--- src/hdl/spl_pkg.sv ---
// ----------------------------------------------------------------------------
// spl_pkg: shared types and codes of the sorted priority list
// Operation and status codes, the stored entry and the request/result items.
// ----------------------------------------------------------------------------
package spl_pkg;

    localparam logic [3:0] OP_INSERT     = 4'd0;
    localparam logic [3:0] OP_REMOVE_AT  = 4'd1;
    localparam logic [3:0] OP_CLEAR      = 4'd2;
    localparam logic [3:0] OP_CUR_FIRST  = 4'd3;
    localparam logic [3:0] OP_CUR_NEXT   = 4'd4;
    localparam logic [3:0] OP_CUR_PREV   = 4'd5;
    localparam logic [3:0] OP_READ_CUR   = 4'd6;
    localparam logic [3:0] OP_READ_FIRST = 4'd7;
    localparam logic [3:0] OP_READ_LAST  = 4'd8;

    localparam logic [1:0] STAT_OK   = 2'd0;
    localparam logic [1:0] STAT_ERR  = 2'd1;
    localparam logic [1:0] STAT_FULL = 2'd2;

    typedef struct packed {
        logic [31:0] prio;
        logic [15:0] elem;
        logic [15:0] leaf;
    } t_entry;

    typedef struct packed {
        logic [3:0]  op;
        logic [31:0] prio;
        logic [15:0] elem;
        logic [15:0] leaf;
        logic [5:0]  pos;
    } t_req;

    typedef struct packed {
        logic [1:0]  status;
        logic [6:0]  count;
        logic        item_valid;
        logic [31:0] item_prio;
        logic [15:0] item_elem;
        logic [15:0] item_leaf;
        logic [5:0]  cursor;
    } t_result;

endpackage

--- src/hdl/spl_mem.sv ---
// ----------------------------------------------------------------------------
// spl_mem: entry store
// One write port and one read port with registered read data.
// ----------------------------------------------------------------------------
module spl_mem #(
    parameter int DEPTH = 64,
    parameter int AW    = 6
) (
    input  logic            i_clk,
    input  logic            i_we,
    input  logic [AW-1:0]   i_waddr,
    input  spl_pkg::t_entry i_wdata,
    input  logic            i_re,
    input  logic [AW-1:0]   i_raddr,
    output spl_pkg::t_entry o_rdata
);
    import spl_pkg::*;

    t_entry r_mem [DEPTH];
    t_entry r_rdata;

    always_ff @(posedge i_clk) begin
        if (i_we) begin
            r_mem[i_waddr] <= i_wdata;
        end
    end

    always_ff @(posedge i_clk) begin
        if (i_re) begin
            r_rdata <= r_mem[i_raddr];
        end
    end

    assign o_rdata = r_rdata;

endmodule

--- config.mk ---
export PLATFORM = sky130hd
export DESIGN_NAME = spl_mem
export DESIGN_NICKNAME = d
export VERILOG_FILES = /design/src/hdl/spl_pkg.sv /design/src/hdl/spl_mem.sv
export SDC_FILE = /design/constraint.sdc
export NUM_CORES = 2
export LEC_CHECK = 0
export BUFFER_PORTS_ARGS = -buffer_cell sky130_fd_sc_hd__clkbuf_2
export CAP_MARGIN = 0
export CORE_MARGIN = 2
export CORE_UTILIZATION = 63
export DETAILED_ROUTE_END_ITERATION = 6
export HOLD_SLACK_MARGIN = 0.05
export MAX_ROUTING_LAYER = met4
export PLACE_DENSITY = 0.83
export SLEW_MARGIN = 20
export SYNTH_ARGS = -nofsm -noshare
export SYNTH_HDL_FRONTEND = slang
export SYNTH_SLANG_ARGS = --single-unit
--- constraint.sdc ---
create_clock -name i_clk -period 8.1 [get_ports i_clk]
set_clock_uncertainty 0.15 [all_clocks]
set_input_delay 0.405 -clock i_clk [delete_from_list [all_inputs] [get_ports i_clk]]
set_output_delay 0.405 -clock i_clk [all_outputs]
set_load 0.02 [all_outputs]
==> metrics.md <==
| Metric | Value |
|---|---|
| Outcome | `finished, violations left` |
| Violated checks | `DRC, hold timing` |
| Area contributors post-synth | `edfxtp_1 80%, mux4_2 15%, mux2i_1 0.86%` |
| Critical path type | `in -> reg` |
| Clock-pin slew on the worst setup and hold paths | `0.06 ns` |
| Period Utilization, post-route | `47.5%` |
| DR pass1 iterations | `7` |
| Post-synthesis cell count | `6598` |
| Num rows | `183` |
| IO Pins | `143` |
| Sequential area share after synthesis | `79.6%` |
| Max VDD drop | `0.000278 V` |
| Vias in the first global route | `86270` |
| TritonCTS clock tree | `yes` |
| Post-Syn Nets | `6677` |
| Yosys top cell area share | `79.6%` |
| PwrDens | `257 nW/um2` |
| DRC Markers | `37` |
| Max-cap viol count | `0` |
| Gpl congestion | `0.853` |
| Final Net Count | `7089` |
| Die footprint | `253000 um2` |
| Horiz. Die Dim | `503 um` |
| Initial detailed-routing violation count | `19461` |
| H-Tree Depth | `5` |
| GRT Total Usage | `41.8%` |
| HP Class | `in -> reg` |
| Final Critical Period | `3.84 ns` |
| Final setup fails | `0` |
| WP data required | `8.59 ns` |
| Mapped Area | `157000 um2` |
| Hold Vio Cnt, Final | `16` |
| Slew Limit Fails | `0` |
| Worst setup margin | `4.26 ns` |
| Placed wire-length estimate | `224000 um` |
| Aggregate routed wire length | `530000 um` |
| TritonCTS buffer count | `389` |
| CP max FO | `30` |
| Worst-margin pin slew | `1.25 ns` |
| CTS Buffer Depth | `4` |
| Initial Util | `63.3%` |
| Port Buffer Count | `142` |
| Leading cell type in the layout, fill and taps excluded | `edfxtp_1` |
| Via/cell ratio | `8.27` |
| Worst slack at placement | `3.48 ns` |
| Placeable Area | `248000 um2` |
| First-pass GRT wire length | `693000 um` |
| Cell taking the most area after synthesis | `edfxtp_1` |
| Post-synth cell types | `32` |
| Worst Setup End Kind | `flop` |
| Post-synthesis async set-or-reset flop share | `0%` |
| Worst setup SP type | `primary input` |
| Slew HR | `16.6%` |
| Worst EP arrival | `4.34 ns` |
| DR WL/cell | `49.5 um` |
| Commonest cells after routing, fill and taps aside | `4160 x edfxtp_1, 1024 x mux4_2, 396 x clkbuf_16` |
| Number of flops mapped to enable cells by yosys | `4160` |
| Clk root buf | `clkbuf_16` |
| RSZ-0062 raised after global routing | `false` |
| Post-CTS sizing | `0` |
| Largest net degree at the start of global routing | `137` |
| DR vias | `88451` |
| Layout cell share with drive strength beyond 1 | `27.7%` |
| Grt total ovfl | `0` |
| Setup_tns | `0 ns` |
| Antenna Nets Post-Route | `0` |
| P_leak | `54.7 nW` |
| Synthesized area per cell | `23.8 um2` |
| Clk_lat worst skew | `1.06 ns` |
| Initial antenna violation count | `46` |
| Clk sinks | `4160` |
| Warnings from Yosys | `0` |
| Synth Flop Type | `edfxtp_1` |
| Area grow syn2layout | `12.0%` |
| Number of synthesized register bits | `4160` |
| Fmax achieved | `260 MHz` |
| Die height | `503 um` |
| WHS | `-0.00757 ns` |
==> worst paths after layout <==
| kind | start | endpoint | slack (ns) | depth (start not counted) |
|---|---|---|---|---|
| max | i_waddr[2] | r_mem[37][37]$_DFFE_PP_ | 4.26 | 6 |
| min | i_wdata[38] | r_mem[22][38]$_DFFE_PP_ | -0.008 | 1 |
| max reg2reg | r_mem[13][34]$_DFFE_PP_ | o_rdata[34]$_DFFE_PP_ | 5.29 | 5 |
| min reg2reg | r_mem[11][61]$_DFFE_PP_ | o_rdata[61]$_DFFE_PP_ | 0.84 | 4 |
==> critical path, stage by stage <==
cell,delay (ns)
clkbuf_2,0.25
nor2b_1,0.35
nand3_1,0.72
nor2_4,1.05
buf_4,0.92
buf_4,0.58
==> cell type report <==
cell class,count,area [um2]
sequential,4160,125000
fill,12643,72400
multi-input combinational,2049,30800
clock buffer,446,10100
tap,3330,4170
timing repair buffer,391,3220
clock inverter,234,2430
antenna,67,168
inverter,19,71.3
==> what timing repair did <==
item | CTS | global route
hold buffers | 3 | 56
buffers inserted | 0 | 0
hold endpoints to repair | 132 | 2858
==> layer usage <==
metal	up-vias	track usage [%]	routed length [um]
li1	29383	-	-
met1	43568	49.2	148000
met2	12196	61.1	242000
met3	3304	14.0	89700
met4	0	29.5	50500
met5	-	-	0
==> power by group <==
group / switching (mW) / internal (mW) / leakage [nW] / total, mW
combinational: 1.45 / 0.745 / 11.2 / 2.20
sequential: 0.121 / 23.9 / 37.5 / 24.0
clock: 8.59 / 10.4 / 6.08 / 19.0
==> kinds of logic (layout without fill, tap and decap cells) <==
logic type             Yosys count  count (layout)  synth area share (%)
multiplexers                  1159            1159                  15.6
flip-flops                    4160            4160                  79.6
AND/OR/NAND/NOR                386             386                  1.23
other                            0              67                     0
buffers and inverters          389            1090                  1.18
AO/OA/AOI/OAI                  504             504                  2.47
==> through the flow <==
step	total power, mW	utilization [%]	std cells	area (um2)
6_report	45.2	70.8	10696	176000
5_1_grt	45.7	70.8	10688	176000
4_1_cts	44.8	70.4	10564	175000
3_5_place_dp	26.4	65.4	9881	162000
3_3_place_gp	26.3	65.4	9880	162000
2_1_floorplan	25.5	-	6598	157000
==> synthesized netlist by cell type, types with 58 or more instances <==
library cell / number
buf_2: 170
a22oi_1: 168
nand2_1: 58
mux4_2: 1024
nor2_1: 112
clkbuf_1: 140
a211oi_1: 63
edfxtp_1: 4160
o22ai_1: 83
mux2i_1: 135
a22o_1: 88
and3_1: 64
==> state kept, by name (all words and copies together), names as in the netlist <==
register and count:
r_mem 4096, o_rdata 64
No activity file was read; power rests on OpenSTA's default activity.
