## config.mk

```make
export PLATFORM = sky130hd
export DESIGN_NAME = spl_seq
export DESIGN_NICKNAME = d
export VERILOG_FILES = /design/src/hdl/spl_pkg.sv /design/src/hdl/spl_seq.sv
export SDC_FILE = /design/constraint.sdc
export NUM_CORES = 1
export LEC_CHECK = 0
export BUFFER_PORTS_ARGS = -buffer_cell sky130_fd_sc_hd__buf_2
export CORE_MARGIN = 3
export CORE_UTILIZATION = 55
export CTS_BUF_LIST = sky130_fd_sc_hd__clkbuf_16
export CTS_CLUSTER_SIZE = 8
export DETAILED_ROUTE_END_ITERATION = 10
export HOLD_SLACK_MARGIN = 0.06
export PLACE_DENSITY_LB_ADDON = 0.08
export SYNTH_ARGS = -nofsm -noshare
export SYNTH_HDL_FRONTEND = slang
export SYNTH_SLANG_ARGS = --single-unit
```

## constraint.sdc

```tcl
create_clock -name i_clk -period 5.6 [get_ports i_clk]
set_input_delay 1.12 -clock i_clk [delete_from_list [all_inputs] [get_ports i_clk]]
set_output_delay 1.12 -clock i_clk [all_outputs]
set_load 0.02 [all_outputs]
```

## src/hdl/spl_pkg.sv

```systemverilog
// ----------------------------------------------------------------------------
// spl_pkg: shared types and codes of the sorted priority list
// Operation and status codes, the stored entry and the request/result items.
// ----------------------------------------------------------------------------
package spl_pkg;

    localparam logic [3:0] OP_INSERT     = 4'd0;
    localparam logic [3:0] OP_REMOVE_AT  = 4'd1;
    localparam logic [3:0] OP_CLEAR      = 4'd2;
    localparam logic [3:0] OP_CUR_FIRST  = 4'd3;
    localparam logic [3:0] OP_CUR_NEXT   = 4'd4;
    localparam logic [3:0] OP_CUR_PREV   = 4'd5;
    localparam logic [3:0] OP_READ_CUR   = 4'd6;
    localparam logic [3:0] OP_READ_FIRST = 4'd7;
    localparam logic [3:0] OP_READ_LAST  = 4'd8;

    localparam logic [1:0] STAT_OK   = 2'd0;
    localparam logic [1:0] STAT_ERR  = 2'd1;
    localparam logic [1:0] STAT_FULL = 2'd2;

    typedef struct packed {
        logic [31:0] prio;
        logic [15:0] elem;
        logic [15:0] leaf;
    } t_entry;

    typedef struct packed {
        logic [3:0]  op;
        logic [31:0] prio;
        logic [15:0] elem;
        logic [15:0] leaf;
        logic [5:0]  pos;
    } t_req;

    typedef struct packed {
        logic [1:0]  status;
        logic [6:0]  count;
        logic        item_valid;
        logic [31:0] item_prio;
        logic [15:0] item_elem;
        logic [15:0] item_leaf;
        logic [5:0]  cursor;
    } t_result;

endpackage

```

## src/hdl/spl_seq.sv

```systemverilog
// ----------------------------------------------------------------------------
// spl_seq: list sequencer
// Decodes one request, walks the store one entry per cycle to open or close
// a gap, keeps count and cursor, and holds the result until it is taken.
// ----------------------------------------------------------------------------
module spl_seq #(
    parameter int CAPACITY = 64,
    parameter int AW       = 6
) (
    input  logic             i_clk,
    input  logic             i_rst_n,
    input  logic             i_req_valid,
    input  spl_pkg::t_req    i_req,
    output logic             o_req_ready,
    output logic             o_res_valid,
    input  logic             i_res_ready,
    output spl_pkg::t_result o_res,
    output logic             o_mem_we,
    output logic [AW-1:0]    o_mem_waddr,
    output spl_pkg::t_entry  o_mem_wdata,
    output logic             o_mem_re,
    output logic [AW-1:0]    o_mem_raddr,
    input  spl_pkg::t_entry  i_mem_rdata
);
    import spl_pkg::*;

    localparam int CW = $clog2(CAPACITY + 1);
    localparam int KW = (CW > 7) ? CW : 7;
    localparam logic [KW-1:0] CAP_K = KW'(CAPACITY);

    localparam logic [2:0] S_IDLE     = 3'd0;
    localparam logic [2:0] S_EXEC     = 3'd1;
    localparam logic [2:0] S_INS      = 3'd2;
    localparam logic [2:0] S_INS_LAST = 3'd3;
    localparam logic [2:0] S_RM       = 3'd4;
    localparam logic [2:0] S_DONE     = 3'd5;

    logic [2:0]    r_state, n_state;
    t_req          r_req, n_req;
    logic [CW-1:0] r_count, n_count;
    logic [AW-1:0] r_cur, n_cur;
    logic          r_cur_valid, n_cur_valid;
    logic [AW-1:0] r_slot, n_slot;
    logic [1:0]    r_status, n_status;
    logic          r_item_valid, n_item_valid;

    logic [KW-1:0] count_k, pos_k, cur_k, slot_k;
    t_entry        new_entry;

    assign count_k   = KW'(r_count);
    assign pos_k     = KW'(r_req.pos);
    assign cur_k     = KW'(r_cur);
    assign slot_k    = KW'(r_slot);
    assign new_entry = '{prio: r_req.prio, elem: r_req.elem, leaf: r_req.leaf};

    always_comb begin
        n_state      = r_state;
        n_req        = r_req;
        n_count      = r_count;
        n_cur        = r_cur;
        n_cur_valid  = r_cur_valid;
        n_slot       = r_slot;
        n_status     = r_status;
        n_item_valid = r_item_valid;
        o_mem_we     = 1'b0;
        o_mem_waddr  = r_slot;
        o_mem_wdata  = new_entry;
        o_mem_re     = 1'b0;
        o_mem_raddr  = '0;

        unique case (r_state)
            S_IDLE: begin
                if (i_req_valid) begin
                    n_req   = i_req;
                    n_state = S_EXEC;
                end
            end
            S_EXEC: begin
                n_status     = STAT_ERR;
                n_item_valid = 1'b0;
                n_state      = S_DONE;
                unique case (r_req.op)
                    OP_INSERT: begin
                        if (r_req.elem == 16'd0 && r_req.leaf == 16'd0) begin
                            n_status = STAT_ERR;
                        end else if (count_k >= CAP_K) begin
                            n_status = STAT_FULL;
                        end else begin
                            n_status = STAT_OK;
                            n_slot   = r_count[AW-1:0];
                            if (r_count == '0) begin
                                n_state = S_INS_LAST;
                            end else begin
                                o_mem_re    = 1'b1;
                                o_mem_raddr = AW'(count_k - KW'(1));
                                n_state     = S_INS;
                            end
                        end
                    end
                    OP_REMOVE_AT: begin
                        if (pos_k < count_k) begin
                            n_status = STAT_OK;
                            n_slot   = pos_k[AW-1:0];
                            if (r_cur_valid) begin
                                if (cur_k == pos_k) begin
                                    n_cur_valid = 1'b0;
                                end else if (cur_k > pos_k) begin
                                    n_cur = r_cur - AW'(1);
                                end
                            end
                            if (pos_k + KW'(1) < count_k) begin
                                o_mem_re    = 1'b1;
                                o_mem_raddr = AW'(pos_k + KW'(1));
                                n_state     = S_RM;
                            end else begin
                                n_count = r_count - CW'(1);
                            end
                        end
                    end
                    OP_CLEAR: begin
                        if (r_count != '0) begin
                            n_status = STAT_OK;
                        end
                        n_count     = '0;
                        n_cur       = '0;
                        n_cur_valid = 1'b0;
                    end
                    OP_CUR_FIRST: begin
                        if (r_count != '0) begin
                            n_cur       = '0;
                            n_cur_valid = 1'b1;
                            n_status    = STAT_OK;
                        end
                    end
                    OP_CUR_NEXT: begin
                        if (r_cur_valid && (cur_k + KW'(1) < count_k)) begin
                            n_cur    = r_cur + AW'(1);
                            n_status = STAT_OK;
                        end
                    end
                    OP_CUR_PREV: begin
                        if (r_cur_valid && r_cur != '0) begin
                            n_cur    = r_cur - AW'(1);
                            n_status = STAT_OK;
                        end
                    end
                    OP_READ_CUR: begin
                        if (r_cur_valid && cur_k < count_k) begin
                            o_mem_re     = 1'b1;
                            o_mem_raddr  = r_cur;
                            n_item_valid = 1'b1;
                            n_status     = STAT_OK;
                        end
                    end
                    OP_READ_FIRST: begin
                        if (r_count != '0) begin
                            o_mem_re     = 1'b1;
                            o_mem_raddr  = '0;
                            n_item_valid = 1'b1;
                            n_status     = STAT_OK;
                        end
                    end
                    OP_READ_LAST: begin
                        if (r_count != '0) begin
                            o_mem_re     = 1'b1;
                            o_mem_raddr  = AW'(count_k - KW'(1));
                            n_item_valid = 1'b1;
                            n_status     = STAT_OK;
                        end
                    end
                    default: begin
                        n_status = STAT_ERR;
                    end
                endcase
            end
            S_INS: begin
                // read data is the entry just below the gap at r_slot
                o_mem_we = 1'b1;
                if (i_mem_rdata.prio < r_req.prio) begin
                    o_mem_wdata = i_mem_rdata;
                    n_slot      = r_slot - AW'(1);
                    if (r_slot == AW'(1)) begin
                        n_state = S_INS_LAST;
                    end else begin
                        o_mem_re    = 1'b1;
                        o_mem_raddr = AW'(slot_k - KW'(2));
                    end
                end else begin
                    o_mem_wdata = new_entry;
                    n_count     = r_count + CW'(1);
                    if (r_cur_valid && r_cur >= r_slot) begin
                        n_cur = r_cur + AW'(1);
                    end
                    n_state = S_DONE;
                end
            end
            S_INS_LAST: begin
                o_mem_we    = 1'b1;
                o_mem_waddr = '0;
                o_mem_wdata = new_entry;
                n_count     = r_count + CW'(1);
                if (r_cur_valid) begin
                    n_cur = r_cur + AW'(1);
                end
                n_state = S_DONE;
            end
            S_RM: begin
                // pull the next entry down over the gap
                o_mem_we    = 1'b1;
                o_mem_wdata = i_mem_rdata;
                n_slot      = r_slot + AW'(1);
                if (slot_k + KW'(2) < count_k) begin
                    o_mem_re    = 1'b1;
                    o_mem_raddr = AW'(slot_k + KW'(2));
                end else begin
                    n_count = r_count - CW'(1);
                    n_state = S_DONE;
                end
            end
            S_DONE: begin
                if (i_res_ready) begin
                    n_state = S_IDLE;
                end
            end
            default: begin
                n_state = S_IDLE;
            end
        endcase
    end

    always_ff @(posedge i_clk) begin
        if (!i_rst_n) begin
            r_state     <= S_IDLE;
            r_count     <= '0;
            r_cur       <= '0;
            r_cur_valid <= 1'b0;
        end else begin
            r_state     <= n_state;
            r_count     <= n_count;
            r_cur       <= n_cur;
            r_cur_valid <= n_cur_valid;
        end
    end

    always_ff @(posedge i_clk) begin
        r_req        <= n_req;
        r_slot       <= n_slot;
        r_status     <= n_status;
        r_item_valid <= n_item_valid;
    end

    assign o_req_ready = (r_state == S_IDLE);
    assign o_res_valid = (r_state == S_DONE);

    always_comb begin
        o_res.status     = r_status;
        o_res.count      = count_k[6:0];
        o_res.item_valid = r_item_valid;
        o_res.item_prio  = r_item_valid ? i_mem_rdata.prio : 32'd0;
        o_res.item_elem  = r_item_valid ? i_mem_rdata.elem : 16'd0;
        o_res.item_leaf  = r_item_valid ? i_mem_rdata.leaf : 16'd0;
        o_res.cursor     = r_cur_valid ? cur_k[5:0] : 6'd0;
    end

endmodule
```

==> results.sh <==
export IMPL_hpwl_um=20500
export IMPL_cts_sinks=100
export IMPL_synth_avg_cell_area_sq_um=9.51
export IMPL_wl_met3_um=2290
export IMPL_start_util_pct=56.7
export IMPL_r2r_start="r_cur[2]"
export IMPL_ys_seq_elements=100
export IMPL_path_clk_slew_ns=0.08
export IMPL_setup_viol=0
export IMPL_drv_cap=0
export IMPL_worst_setup_path_end_kind="output port"
export IMPL_max_slew_margin_rel_pct=31.8
export IMPL_critical_path_arrival_ns=4.00
export IMPL_hold_path_endpoint="count_k[1]"
export IMPL_path_class="in -> out"
export IMPL_synth_top_cell_area_share_pct=31.4
export IMPL_r2r_end="r_cur[2]"
export IMPL_synth_edf_count=83
export IMPL_synthTopCellsByCount="84 x ha_1, 83 x edfxtp_1, 72 x and2_1"
export IMPL_ff2ff_path_depth=12
export IMPL_port_buffers=301
export IMPL_fp_dieArea_sq_mm=0.0159
export IMPL_synth_most_common_cell="ha_1"
export IMPL_gp_congestion=1.01
export IMPL_synth_cells=834
export IMPL_nets=1335
export IMPL_syn_num_nets=1060
export IMPL_syn_area_sq_mm=0.00793
export IMPL_tns_ns=0
export IMPL_drtIter0Drc=651
export IMPL_cts_resized_gates=0
export IMPL_drive_gt1_share_pct=30.2
export IMPL_top_layer_used="met5"
export IMPL_cts_setup_buffers=0
export IMPL_pwr_density_cell_mw_per_mm2=515
export IMPL_hp_start="count_k[1]"
export IMPL_worst_endpoint_required_ns=4.48
export IMPL_wl_met2_um=12700
export IMPL_yosysSeqAreaShare_pct=35.7
export IMPL_cp_max_fo=24
export IMPL_m1WireLength_um=10000
export IMPL_synth_warnings=0
export IMPL_clock_latency_ns=0.36
export IMPL_coreArea_sq_mm=0.0140
export IMPL_drc=0
export IMPL_ir_drop_uv=360
export IMPL_first_global_vias=7215
export IMPL_die_w_um=126
export IMPL_cts_buffers=9
export IMPL_first_pass_iters=7
export IMPL_ys_top_cells_by_area="edfxtp_1 31%, ha_1 13%, mux2_1 8.5%"
export IMPL_antenna_found_initial=6
export IMPL_rsz0062_at_grt="no"
export IMPL_via_count=7705
export IMPL_die_y_um=126
export IMPL_synthDistinctLibCells=68
export IMPL_grt_pass1_wl_um=39900
export IMPL_cts_buffer_depth=2
export IMPL_status="complete, no violations"
export IMPL_cts_root_buffer="clkbuf_16"
export IMPL_hold_ws_ns=0.611
export IMPL_max_freq_mhz=195
export IMPL_reg2reg_slack_ns=1.51
export IMPL_final_period_utilization_pct=91.5
export IMPL_drt_wl_total_um=25900
export IMPL_grt_max_degree=75
export IMPL_power_w=0.00507
export IMPL_ios=302
export IMPL_track_usage_pct=31.9
export IMPL_worst_slew_pin_slew_ns=1.01
export IMPL_finalCriticalPeriod_ns=5.12
export IMPL_wl_per_cell_um=20.0
export IMPL_startpoint_type="input port"
export IMPL_grt_overflow_total=0
export IMPL_postRouteAntennaNets=0
export IMPL_area_growth_pct=24.3
export IMPL_whs_path_depth=2
export IMPL_vias_per_cell=5.94
export IMPL_yosysTopAreaCell="edfxtp_1"
export IMPL_yosys_most_used_dff="edfxtp_1"
export IMPL_hold_path_class="reg -> reg"
export IMPL_hold_buffers=0
export IMPL_rows=43
export IMPL_utilization_pct=70.5
export IMPL_htree_levels=3
export IMPL_fin_skew_ns=0.0121
export IMPL_async_flop_share_pct=0
export IMPL_cellLeakagePower_nw=4.52
export IMPL_drv_slew=0
export IMPL_hold_viol=0
export IMPL_cts_tree="done"
## registers in the layout, summed over array words and instances (netlist names)
signal / flops
new_entry: 64
count_k: 7
pos_k: 6
r_cur: 6
r_slot: 6
r_req: 4
r_state: 3
r_status: 2
r_cur_valid: 1
r_item_valid: 1
## placed cells by master, fill, tap and decap left out, types with 4 or more instances in the layout
| master | netlist | routed |
|---|---|---|
| a211oi_1 | 16 | 16 |
| a21o_1 | 6 | 6 |
| a21oi_1 | 58 | 58 |
| a221oi_1 | 6 | 6 |
| a311oi_1 | 4 | 4 |
| a31oi_1 | 10 | 10 |
| and2_1 | 72 | 71 |
| and3_1 | 6 | 6 |
| buf_2 | 4 | 301 |
| buf_4 | 1 | 5 |
| clkbuf_16 | 0 | 9 |
| dfxtp_1 | 17 | 17 |
| diode_2 | 0 | 4 |
| edfxtp_1 | 83 | 83 |
| ha_1 | 84 | 84 |
| inv_1 | 64 | 64 |
| mux2_1 | 60 | 60 |
| mux2_2 | 5 | 5 |
| mux2i_1 | 4 | 4 |
| nand2_1 | 49 | 49 |
| nand2b_1 | 4 | 4 |
| nand3_1 | 16 | 16 |
| nand4_1 | 10 | 10 |
| nor2_1 | 55 | 55 |
| nor2b_1 | 6 | 6 |
| nor3_1 | 14 | 14 |
| nor4_1 | 15 | 15 |
| o21a_1 | 6 | 6 |
| o21ai_0 | 33 | 33 |
| o221ai_1 | 6 | 6 |
| o22ai_1 | 9 | 9 |
| xnor2_1 | 12 | 12 |
| xor2_1 | 4 | 4 |
## stage by stage
stage / instances / cell area, sq um / setup WS [ns]
2_1_floorplan: 834 / 7930 / 1.13
6_report: 1298 / 9860 / 0.478
4_1_cts: 1294 / 9850 / 0.487
3_5_place_dp: 1278 / 9530 / 0.512
3_3_place_gp: 1278 / 9530 / 0.523
5_1_grt: 1297 / 9860 / 0.348
## cell type report
class / instances / area (sq um)
inverter: 64 / 240
multi-input combinational: 626 / 4650
antenna: 4 / 10.0
sequential: 100 / 2830
tap: 180 / 225
timing repair buffer: 308 / 1580
clock inverter: 7 / 92.6
fill: 1152 / 4130
clock buffer: 9 / 225
## worst max-delay path by stage
stage / cells past startpoint / slack [ns] / to / from
detailed placement: 11 / 0.51 / o_mem_wdata[26] / i_mem_rdata[39]
CTS: 11 / 0.49 / o_mem_wdata[26] / i_mem_rdata[39]
finish: 11 / 0.48 / o_mem_wdata[26] / i_mem_rdata[39]
global route: 11 / 0.35 / o_mem_wdata[42] / i_mem_rdata[62]
global placement: 11 / 0.52 / o_mem_wdata[27] / i_mem_rdata[34]
floorplan: 9 / 1.13 / o_mem_raddr[5] / i_mem_rdata[49]
## logic make-up after synthesis
family | Yosys count | synth area share (%)
and+or+nand+nor | 262 | 17.2
adders and majority gates | 84 | 13.2
AOI/OAI and AO/OA | 194 | 16.2
DFF | 100 | 35.7
xor gates and xnor gates | 16 | 1.77
muxes | 70 | 10.0
buffers and inverters | 108 | 5.79
## report_power, final
| part | internal, W | leakage, nW | switching [W] | total [W] |
|---|---|---|---|---|
| Sequential | 0.00107 | 0.922 | 0.000296 | 0.00137 |
| Combinational | 0.00116 | 3.44 | 0.00187 | 0.00303 |
| Clock | 0.000358 | 0.155 | 0.000314 | 0.000672 |
## worst max-delay path, cell delays in order
cell,delay (ns)
buf_2,0.12
ha_1,0.29
nand2_1,0.08
nor3_1,0.19
a21oi_1,0.12
o41ai_2,0.52
a211oi_4,0.22
nor2_4,0.55
buf_12,0.26
mux2_1,0.35
buf_2,0.16
## metal layers
| layer | up-vias | global-route usage, % |
|---|---|---|
| met4 | 6 | 11.0 |
| li1 | 3640 | - |
| met5 | - | 0 |
| met3 | 65 | 8.31 |
| met1 | 3592 | 40.5 |
| met2 | 402 | 53.0 |
Note: power is estimated with default switching activity, not from simulation.
